[src/rtl/rdc_pkg.sv]
// shared types, constants and helper functions for the radix digit converter
// no dependencies; used by every rtl file of the block but rdc_queue
package rdc_pkg;

    localparam int VALUE_W  = 31;
    localparam int DIGIT_W  = 4;
    localparam int RADIX_W  = 4;
    localparam int RECIP_W  = 32;
    localparam int PROD_W   = VALUE_W + RECIP_W;

    localparam logic [RADIX_W-1:0] RADIX_MIN   = 4'd2;
    localparam logic [RADIX_W-1:0] RADIX_MAX   = 4'd10;
    localparam logic [RADIX_W-1:0] RADIX_RESET = 4'd2;

    // register index of the radix register (paddr[2])
    localparam logic REG_RADIX = 1'b0;

    typedef struct packed {
        logic               group_mark;
        logic [DIGIT_W-1:0] digit;
    } rdc_digit_t;

    typedef enum logic [1:0] {
        F_IDLE,
        F_MUL,
        F_FIX,
        F_PUSH
    } rdc_front_state_t;

    // clamp the raw register value to the supported bases
    function automatic logic [RADIX_W-1:0] eff_radix(input logic [RADIX_W-1:0] r);
        logic [RADIX_W-1:0] b;
        if (r < RADIX_MIN) begin
            b = RADIX_MIN;
        end else if (r > RADIX_MAX) begin
            b = RADIX_MAX;
        end else begin
            b = r;
        end
        return b;
    endfunction

    // floor(2^32 / base); the estimate from it is low by at most one
    function automatic logic [RECIP_W-1:0] recip(input logic [RADIX_W-1:0] b);
        logic [RECIP_W-1:0] m;
        case (b)
            4'd2: begin
                m = 32'h8000_0000;
            end
            4'd3: begin
                m = 32'h5555_5555;
            end
            4'd4: begin
                m = 32'h4000_0000;
            end
            4'd5: begin
                m = 32'h3333_3333;
            end
            4'd6: begin
                m = 32'h2AAA_AAAA;
            end
            4'd7: begin
                m = 32'h2492_4924;
            end
            4'd8: begin
                m = 32'h2000_0000;
            end
            4'd9: begin
                m = 32'h1C71_C71C;
            end
            4'd10: begin
                m = 32'h1999_9999;
            end
            default: begin
                m = 32'h8000_0000;
            end
        endcase
        return m;
    endfunction

endpackage

[src/rtl/rdc_front.sv]
// front end: accepts a value and converts it to digits, one multiply state and one correction state per digit
// depends on rdc_pkg
module rdc_front #(
    parameter int MAX_DIGITS = 32,
    parameter int GROUP_SIZE = 4,
    localparam int CW    = $clog2(MAX_DIGITS + 1),
    localparam int DG_W  = $bits(rdc_pkg::rdc_digit_t),
    localparam int VEC_W = MAX_DIGITS * DG_W
) (
    input  logic                             aclk,
    input  logic                             aresetn,
    input  logic                             in_valid,
    output logic                             in_ready,
    input  logic [rdc_pkg::VALUE_W-1:0]      in_value,
    input  logic [rdc_pkg::RADIX_W-1:0]      radix,
    output logic                             out_valid,
    input  logic                             out_ready,
    output logic [CW-1:0]                    out_count,
    output logic [VEC_W-1:0]                 out_digits
);

    localparam int VW = rdc_pkg::VALUE_W;
    localparam int RW = rdc_pkg::RADIX_W;
    localparam int PW = $clog2(GROUP_SIZE);

    rdc_pkg::rdc_front_state_t state_reg, state_next;
    logic [VW-1:0]              v_reg, v_next;
    logic [RW-1:0]              base_reg, base_next;
    logic [rdc_pkg::PROD_W-1:0] prod_reg, prod_next;
    logic [CW-1:0]              n_reg, n_next;
    logic [PW-1:0]              phase_reg, phase_next;
    logic [VEC_W-1:0]           vec_reg, vec_next;

    logic [VW-1:0]    q_est;
    logic [VW+RW-1:0] qb;
    logic [VW+RW-1:0] r_full;
    logic [RW:0]      rem5;
    logic [RW:0]      dig5;
    logic             fix;
    logic [VW-1:0]    q;
    rdc_pkg::rdc_digit_t new_digit;

    // quotient estimate and one correction step
    assign q_est  = prod_reg[rdc_pkg::PROD_W-1:rdc_pkg::RECIP_W];
    assign qb     = {{RW{1'b0}}, q_est} * {{VW{1'b0}}, base_reg};
    assign r_full = {{RW{1'b0}}, v_reg} - qb;
    assign rem5   = r_full[RW:0];
    assign fix    = (rem5 >= {1'b0, base_reg});
    assign dig5   = fix ? (rem5 - {1'b0, base_reg}) : rem5;
    assign q      = q_est + VW'(fix);

    assign new_digit.digit      = dig5[rdc_pkg::DIGIT_W-1:0];
    assign new_digit.group_mark = (phase_reg == '0);

    assign out_count  = n_reg;
    assign out_digits = vec_reg;

    always_comb begin
        state_next = state_reg;
        v_next     = v_reg;
        base_next  = base_reg;
        prod_next  = prod_reg;
        n_next     = n_reg;
        phase_next = phase_reg;
        vec_next   = vec_reg;
        in_ready   = 1'b0;
        out_valid  = 1'b0;
        case (state_reg)
            rdc_pkg::F_IDLE: begin
                in_ready = 1'b1;
                if (in_valid) begin
                    v_next     = in_value;
                    base_next  = rdc_pkg::eff_radix(radix);
                    n_next     = '0;
                    phase_next = '0;
                    state_next = rdc_pkg::F_MUL;
                end
            end
            rdc_pkg::F_MUL: begin
                prod_next  = rdc_pkg::PROD_W'(v_reg) *
                             rdc_pkg::PROD_W'(rdc_pkg::recip(base_reg));
                state_next = rdc_pkg::F_FIX;
            end
            rdc_pkg::F_FIX: begin
                // newest digit enters at the top, so the top is the msd
                vec_next   = {new_digit, vec_reg[VEC_W-1:DG_W]};
                n_next     = n_reg + 1'b1;
                v_next     = q;
                phase_next = (phase_reg == PW'(GROUP_SIZE - 1)) ? '0 : phase_reg + 1'b1;
                if ((q == '0) || (n_reg == CW'(MAX_DIGITS - 1))) begin
                    state_next = rdc_pkg::F_PUSH;
                end else begin
                    state_next = rdc_pkg::F_MUL;
                end
            end
            rdc_pkg::F_PUSH: begin
                out_valid = 1'b1;
                if (out_ready) begin
                    state_next = rdc_pkg::F_IDLE;
                end
            end
            default: begin
                state_next = rdc_pkg::F_IDLE;
            end
        endcase
    end

    always_ff @(posedge aclk) begin
        if (!aresetn) begin
            state_reg <= rdc_pkg::F_IDLE;
        end else begin
            state_reg <= state_next;
        end
        v_reg     <= v_next;
        base_reg  <= base_next;
        prod_reg  <= prod_next;
        n_reg     <= n_next;
        phase_reg <= phase_next;
        vec_reg   <= vec_next;
    end

endmodule

[src/rtl/rdc_queue.sv]
// two-entry queue of converted items between front and back end
// depends on nothing
module rdc_queue #(
    parameter int WIDTH = 8
) (
    input  logic             aclk,
    input  logic             aresetn,
    input  logic             in_valid,
    output logic             in_ready,
    input  logic [WIDTH-1:0] in_data,
    output logic             out_valid,
    input  logic             out_ready,
    output logic [WIDTH-1:0] out_data
);

    logic [WIDTH-1:0] mem_reg [2];
    logic             wr_ptr_reg, wr_ptr_next;
    logic             rd_ptr_reg, rd_ptr_next;
    logic [1:0]       count_reg, count_next;
    logic             push;
    logic             pop;

    assign in_ready  = (count_reg != 2'd2);
    assign out_valid = (count_reg != 2'd0);
    assign out_data  = mem_reg[rd_ptr_reg];
    assign push      = in_valid & in_ready;
    assign pop       = out_valid & out_ready;

    always_comb begin
        wr_ptr_next = push ? ~wr_ptr_reg : wr_ptr_reg;
        rd_ptr_next = pop ? ~rd_ptr_reg : rd_ptr_reg;
        count_next  = count_reg + {1'b0, push} - {1'b0, pop};
    end

    always_ff @(posedge aclk) begin
        if (!aresetn) begin
            wr_ptr_reg <= 1'b0;
            rd_ptr_reg <= 1'b0;
            count_reg  <= 2'd0;
        end else begin
            wr_ptr_reg <= wr_ptr_next;
            rd_ptr_reg <= rd_ptr_next;
            count_reg  <= count_next;
        end
        if (push) begin
            mem_reg[wr_ptr_reg] <= in_data;
        end
    end

endmodule

[src/rtl/rdc_back.sv]
// back end: emits the digits of one item most significant first
// depends on rdc_pkg
module rdc_back #(
    parameter int MAX_DIGITS = 32,
    localparam int CW    = $clog2(MAX_DIGITS + 1),
    localparam int DG_W  = $bits(rdc_pkg::rdc_digit_t),
    localparam int VEC_W = MAX_DIGITS * DG_W
) (
    input  logic                          aclk,
    input  logic                          aresetn,
    input  logic                          q_valid,
    output logic                          q_ready,
    input  logic [CW-1:0]                 q_count,
    input  logic [VEC_W-1:0]              q_digits,
    output logic                          m_valid,
    input  logic                          m_ready,
    output logic [rdc_pkg::DIGIT_W-1:0]   m_digit,
    output logic                          m_group_mark,
    output logic                          m_last
);

    logic [CW-1:0]                 rem_reg, rem_next;
    logic [VEC_W-1:0]              vec_reg, vec_next;
    logic                          valid_reg, valid_next;
    logic [rdc_pkg::DIGIT_W-1:0]   digit_reg, digit_next;
    logic                          mark_reg, mark_next;
    logic                          last_reg, last_next;
    logic                          emit;
    rdc_pkg::rdc_digit_t           top;

    assign top     = vec_reg[VEC_W-1 -: DG_W];
    assign q_ready = (rem_reg == '0);
    assign emit    = (~valid_reg | m_ready) & (rem_reg != '0);

    assign m_valid      = valid_reg;
    assign m_digit      = digit_reg;
    assign m_group_mark = mark_reg;
    assign m_last       = last_reg;

    always_comb begin
        rem_next   = rem_reg;
        vec_next   = vec_reg;
        valid_next = valid_reg;
        digit_next = digit_reg;
        mark_next  = mark_reg;
        last_next  = last_reg;
        if (q_valid && q_ready) begin
            rem_next = q_count;
            vec_next = q_digits;
        end else if (emit) begin
            rem_next = rem_reg - 1'b1;
            vec_next = vec_reg << DG_W;
        end
        if (emit) begin
            valid_next = 1'b1;
            digit_next = top.digit;
            mark_next  = top.group_mark;
            last_next  = (rem_reg == CW'(1));
        end else if (m_ready) begin
            valid_next = 1'b0;
        end
    end

    always_ff @(posedge aclk) begin
        if (!aresetn) begin
            rem_reg   <= '0;
            valid_reg <= 1'b0;
        end else begin
            rem_reg   <= rem_next;
            valid_reg <= valid_next;
        end
        vec_reg   <= vec_next;
        digit_reg <= digit_next;
        mark_reg  <= mark_next;
        last_reg  <= last_next;
    end

endmodule

[src/rtl/radix_digit_converter.sv]
// radix digit converter: takes one 31-bit non-negative value per transfer and
// returns its digits in the base held by the radix register (2..10; smaller
// values act as 2, larger as 10), one result transfer per digit, most
// significant first. group_mark is set when the digit's position, counted from
// the least significant digit as 0, is a multiple of GROUP_SIZE; last is set on
// the least significant digit. zero gives the single digit 0. the front end
// spends one state in the reciprocal multiplier and one in the quotient
// correction on each digit. the back end runs behind a two-entry queue, so
// output stalls only hold up the front once the queue is full. the radix
// register sits at byte address 0 of the apb port and is sampled when a value
// is accepted.
// depends on rdc_pkg, rdc_front, rdc_queue, rdc_back
module radix_digit_converter #(
    parameter int MAX_DIGITS = 32,
    parameter int GROUP_SIZE = 4
) (
    input  logic                          aclk,
    input  logic                          aresetn,
    // input channel
    input  logic                          s_valid,
    output logic                          s_ready,
    input  logic [rdc_pkg::VALUE_W-1:0]   s_value,
    // result channel
    output logic                          m_valid,
    input  logic                          m_ready,
    output logic [rdc_pkg::DIGIT_W-1:0]   m_digit,
    output logic                          m_group_mark,
    output logic                          m_last,
    // configuration port
    input  logic                          psel,
    input  logic                          penable,
    input  logic                          pwrite,
    input  logic [2:0]                    paddr,
    input  logic [31:0]                   pwdata,
    output logic [31:0]                   prdata,
    output logic                          pready
);

    localparam int CW    = $clog2(MAX_DIGITS + 1);
    localparam int VEC_W = MAX_DIGITS * $bits(rdc_pkg::rdc_digit_t);
    localparam int QW    = CW + VEC_W;

    logic [rdc_pkg::RADIX_W-1:0] radix_reg, radix_next;
    logic                        cfg_wr;

    // front to queue
    logic             f_valid;
    logic             f_ready;
    logic [CW-1:0]    f_count;
    logic [VEC_W-1:0] f_digits;

    // queue to back
    logic             b_valid;
    logic             b_ready;
    logic [QW-1:0]    b_data;

    // apb register: one 32-bit word, low nibble holds the radix
    assign pready = 1'b1;
    assign cfg_wr = psel & penable & pwrite & (paddr[2] == rdc_pkg::REG_RADIX);
    assign prdata = (paddr[2] == rdc_pkg::REG_RADIX) ? {28'd0, radix_reg} : 32'd0;

    always_comb begin
        radix_next = radix_reg;
        if (cfg_wr) begin
            radix_next = pwdata[rdc_pkg::RADIX_W-1:0];
        end
    end

    always_ff @(posedge aclk) begin
        if (!aresetn) begin
            radix_reg <= rdc_pkg::RADIX_RESET;
        end else begin
            radix_reg <= radix_next;
        end
    end

    // conversion: a multiply state and a correction state per digit
    rdc_front #(
        .MAX_DIGITS (MAX_DIGITS),
        .GROUP_SIZE (GROUP_SIZE)
    ) u_front (
        .aclk       (aclk),
        .aresetn    (aresetn),
        .in_valid   (s_valid),
        .in_ready   (s_ready),
        .in_value   (s_value),
        .radix      (radix_reg),
        .out_valid  (f_valid),
        .out_ready  (f_ready),
        .out_count  (f_count),
        .out_digits (f_digits)
    );

    // converted items wait here for the back end
    rdc_queue #(
        .WIDTH (QW)
    ) u_queue (
        .aclk      (aclk),
        .aresetn   (aresetn),
        .in_valid  (f_valid),
        .in_ready  (f_ready),
        .in_data   ({f_count, f_digits}),
        .out_valid (b_valid),
        .out_ready (b_ready),
        .out_data  (b_data)
    );

    // emission: one digit per cycle into the output register while the output is not stalled
    rdc_back #(
        .MAX_DIGITS (MAX_DIGITS)
    ) u_back (
        .aclk         (aclk),
        .aresetn      (aresetn),
        .q_valid      (b_valid),
        .q_ready      (b_ready),
        .q_count      (b_data[QW-1:VEC_W]),
        .q_digits     (b_data[VEC_W-1:0]),
        .m_valid      (m_valid),
        .m_ready      (m_ready),
        .m_digit      (m_digit),
        .m_group_mark (m_group_mark),
        .m_last       (m_last)
    );

endmodule

[config.mk]
export PLATFORM = sky130hd
export DESIGN_NAME = radix_digit_converter
export DESIGN_NICKNAME = d
export VERILOG_FILES = /design/src/rtl/rdc_pkg.sv /design/src/rtl/rdc_front.sv /design/src/rtl/rdc_queue.sv /design/src/rtl/rdc_back.sv /design/src/rtl/radix_digit_converter.sv
export SDC_FILE = /design/constraint.sdc
export NUM_CORES = 2
export LEC_CHECK = 0
export ABC_CLOCK_PERIOD_IN_PS = 8700
export BUFFER_PORTS_ARGS = -buffer_cell sky130_fd_sc_hd__buf_2
export CAP_MARGIN = 15
export CORE_MARGIN = 5
export CORE_UTILIZATION = 58
export DETAILED_ROUTE_END_ITERATION = 16
export GPL_TIMING_DRIVEN = 0
export PLACE_DENSITY = 0.88
export RECOVER_POWER = 100
export SYNTH_ARGS = -nofsm -noshare
export SYNTH_HDL_FRONTEND = slang
export SYNTH_SLANG_ARGS = --single-unit
[constraint.sdc]
create_clock -name aclk -period 8.7 [get_ports aclk]
set_input_delay 1.74 -clock aclk [delete_from_list [all_inputs] [get_ports aclk]]
set_output_delay 1.74 -clock aclk [all_outputs]
set_load 0.05 [all_outputs]
==> flow_summary.toml <==
[hold_path]
hold_class = "reg2reg"

[grt]
met3_usage_pct = 8.91
overflow = 0
groute.usage.overall_pct = 31.3
grt_pass1_wl_mm = 219
grt_use_met1_pct = 40.3
grt_max_degree = 92
antenna_found_initial = 11
gr-max-usage-layer = "met2"
grt_pass1_vias = 35500
grtUsageMet2_pct = 49.5

[place]
dp.cells = 5487
hpwl_mm = 109
place.gp.congestion = 1.04
port_buffers = 54

[layout]
layout_commonest_cell = "edfxtp_1"
final_nets = 5438
area_growth_syn_to_layout_pct = 12.3
largest_reg_flops = 332
drive_gt1_share_pct = 9.64
final_cell_mix = "edfxtp_1 (732), inv_1 (678), fa_1 (559)"
fin_cells = 5694

[yosys]
syn_area_per_cell_sq_um = 12.2
yosysWarningCount = 0
synth_flop_cell = "edfxtp_1"
synth_area_leaders = "edfxtp_1 (43%), fa_1 (23%), ha_1 (7.5%)"
async_flop_share_pct = 0
syn_inst = 4222
yosys.area.top_type = "edfxtp_1"
synth_enable_flop_cells = 732
yosysSeqAreaShare_pct = 43.5
synth_cell_types = 66
ys_ff_latch = 750
synth_top_area_share_pct = 42.8
syn-cell-area_sq_mm = 0.0514

[drt]
wirelength_mm = 147
wl_per_cell_um = 25.8
dr.pass1.iters = 8
dr_total_vias = 33500
ant_nets = 0
drt_iter0_markers = 3730
drt-vias-per-instance = 5.88
drcViolationCount = 0

[floorplan]
die_x_um = 308
fp.coreArea_sq_mm = 0.0881
die_h_um = 308
rows = 109
fp.dieArea_sq_mm = 0.0946
start_util_pct = 58.3
io_pins = 114

[status]
violations = "max-capacitance violations, max-slew violations, negative setup slack"
outcome = "finished, violations left"

[clocking]
cts_buffers = 72
root_buffer = "clkbuf_16"
clockBufferDepth = 3
cts_tree = "built"
cts_htree_levels = 3
clkLatencyLatePin_ns = 0.66
clkTransAtPathRegs_ns = 0.06
cts_sinks = 750

[setup_path]
cpMostUsedCell = "fa_2"
crit_path_max_incr_delay_ns = 0.64
crit_path_start_kind = "flip-flop"
path_delay_family = "adder cells"
path_class = "reg2reg"
crit_path_max_fanout = 10
critPathBufInv = 8
arrival_ns = 9.25
end_kind = "flip-flop"
cp.required_ns = 9.03
r2r_setup_slack_ns = -0.23
crit_slowest_cell = "fa_2"

[timing]
timing_hold_violations_final = 0
period_minus_slack_ns = 8.93
rsz0062_at_grt = "true"
tightestPinTransition_ns = 4.20
fin_ws_ns = -0.227
finalSetupViolations = 9
final_max_slew_viol_count = 567
fmax_mhz = 112
worst_clock_skew_ns = 0.0726
maxSlewHeadroom_pct = -182
fin_crit_sh_pct = 103

[job]
max_cap_viol_count = 14
## timing repair
item / 4_1_cts / 5_1_grt
gates cloned: 1 / 0
setup endpoints to repair: 31 / 24
pin swaps: 91 / 20
hold buffers: 0 / 0
resized for setup: 297 / 34
buffers inserted: 65 / 10
## through the flow
step | setup slack [ns] | hold WS (ns) | setup TNS (ns) | cell area, sq um | util, %
finish | -0.227 | 0.419 | -1.10 | 57700 | 65.5
global route | -0.474 | 0.430 | -8.20 | 57700 | 65.5
CTS | -0.0395 | 0.420 | -0.0458 | 57900 | 65.7
detailed placement | -3.03 | 0.406 | -74.12 | 53600 | 60.9
global placement | -3.98 | 0.403 | -1380.92 | 53200 | 60.4
floorplan | 0.219 | 0.400 | 0 | 51500 | -
## area by class of cell
cell class,count,area (sq um)
Fill cell,6304,30400
Sequential cell,750,22300
Timing Repair Buffer,149,986
Antenna cell,5,12.5
Multi-Input combinational cell,2615,26500
Clock buffer,89,1870
Buffer,185,1380
Clock inverter,39,515
Tap cell,1165,1460
Inverter,697,2620
## cells in the mapped netlist (2+ instances only)
master and instances:
nor2b_1 14, nor4_1 2, maj3_1 4, nor3b_1 6, nand4_1 12, clkbuf_1 154
a21o_1 47, and4_1 2, inv_1 696, o31ai_1 3, buf_4 29, o31a_1 3
conb_1 2, edfxtp_1 732, nor4b_1 2, and2_1 250, xor2_1 44, nor2_1 78
buf_1 3, o41ai_1 6, fa_1 589, a31oi_1 14, dfxtp_1 18, a211oi_1 9
a41oi_1 4, o211ai_1 11, and3_1 38, o21bai_1 10, ha_1 306, nand2b_1 6
o211a_1 2, a21oi_1 84, a31o_2 2, mux2_2 3, o21a_1 4, nor3_1 19
a22oi_1 4, nand3_1 25, nand4b_1 2, mux2i_1 173, xnor2_1 83, nand2_1 477
or3_1 4, o21ai_0 224
## worst reg2reg max path: cells and delay by family (launching register included)
family	cells	cell delay (ns)
AO/OA/AOI/OAI	6	1.51
XOR/XNOR	1	0.08
adder cells (fa/ha/maj)	10	4.80
buffers and inverters	8	0.99
flip-flops	1	0.50
AND/OR/NAND/NOR	5	0.72
## cell families after synthesis
family                   count (synthesis)  share of synthesized area (%)
AND/OR/NAND/NOR                        944                           8.76
AO/OA/AOI/OAI                          440                           5.00
XOR/XNOR                               127                           2.16
buffers and inverters                  884                           6.67
flip-flops                             750                           43.5
adder cells (fa/ha/maj)                899                           30.5
other                                    2                         0.0146
multiplexers                           176                           3.44
## final timing paths
| path | start | cells past startpoint | to |
|---|---|---|---|
| worst max-delay path | u_front.base_reg[1]$_SDFFCE_PP1P_ | 30 | u_front.prod_reg[50]$_DFFE_PN_ |
| worst min-delay path | u_back.vec_reg[157]$_DFFE_PP_ | 0 | u_back.m_digit[2]$_DFFE_PP_ |
| worst max register to register | u_front.base_reg[1]$_SDFFCE_PP1P_ | 30 | u_front.prod_reg[50]$_DFFE_PN_ |
| worst min register to register | u_back.vec_reg[157]$_DFFE_PP_ | 0 | u_back.m_digit[2]$_DFFE_PP_ |
## per-layer routing
layer	wire [um]	share of wire (%)
met5	39	0.027
met4	9070	6.2
met3	16600	11
met2	67500	46
met1	53500	36
Power is left out: the tool's default activity adds up to more than one toggle a clock period on the data nets, which glitch-free logic cannot reach.
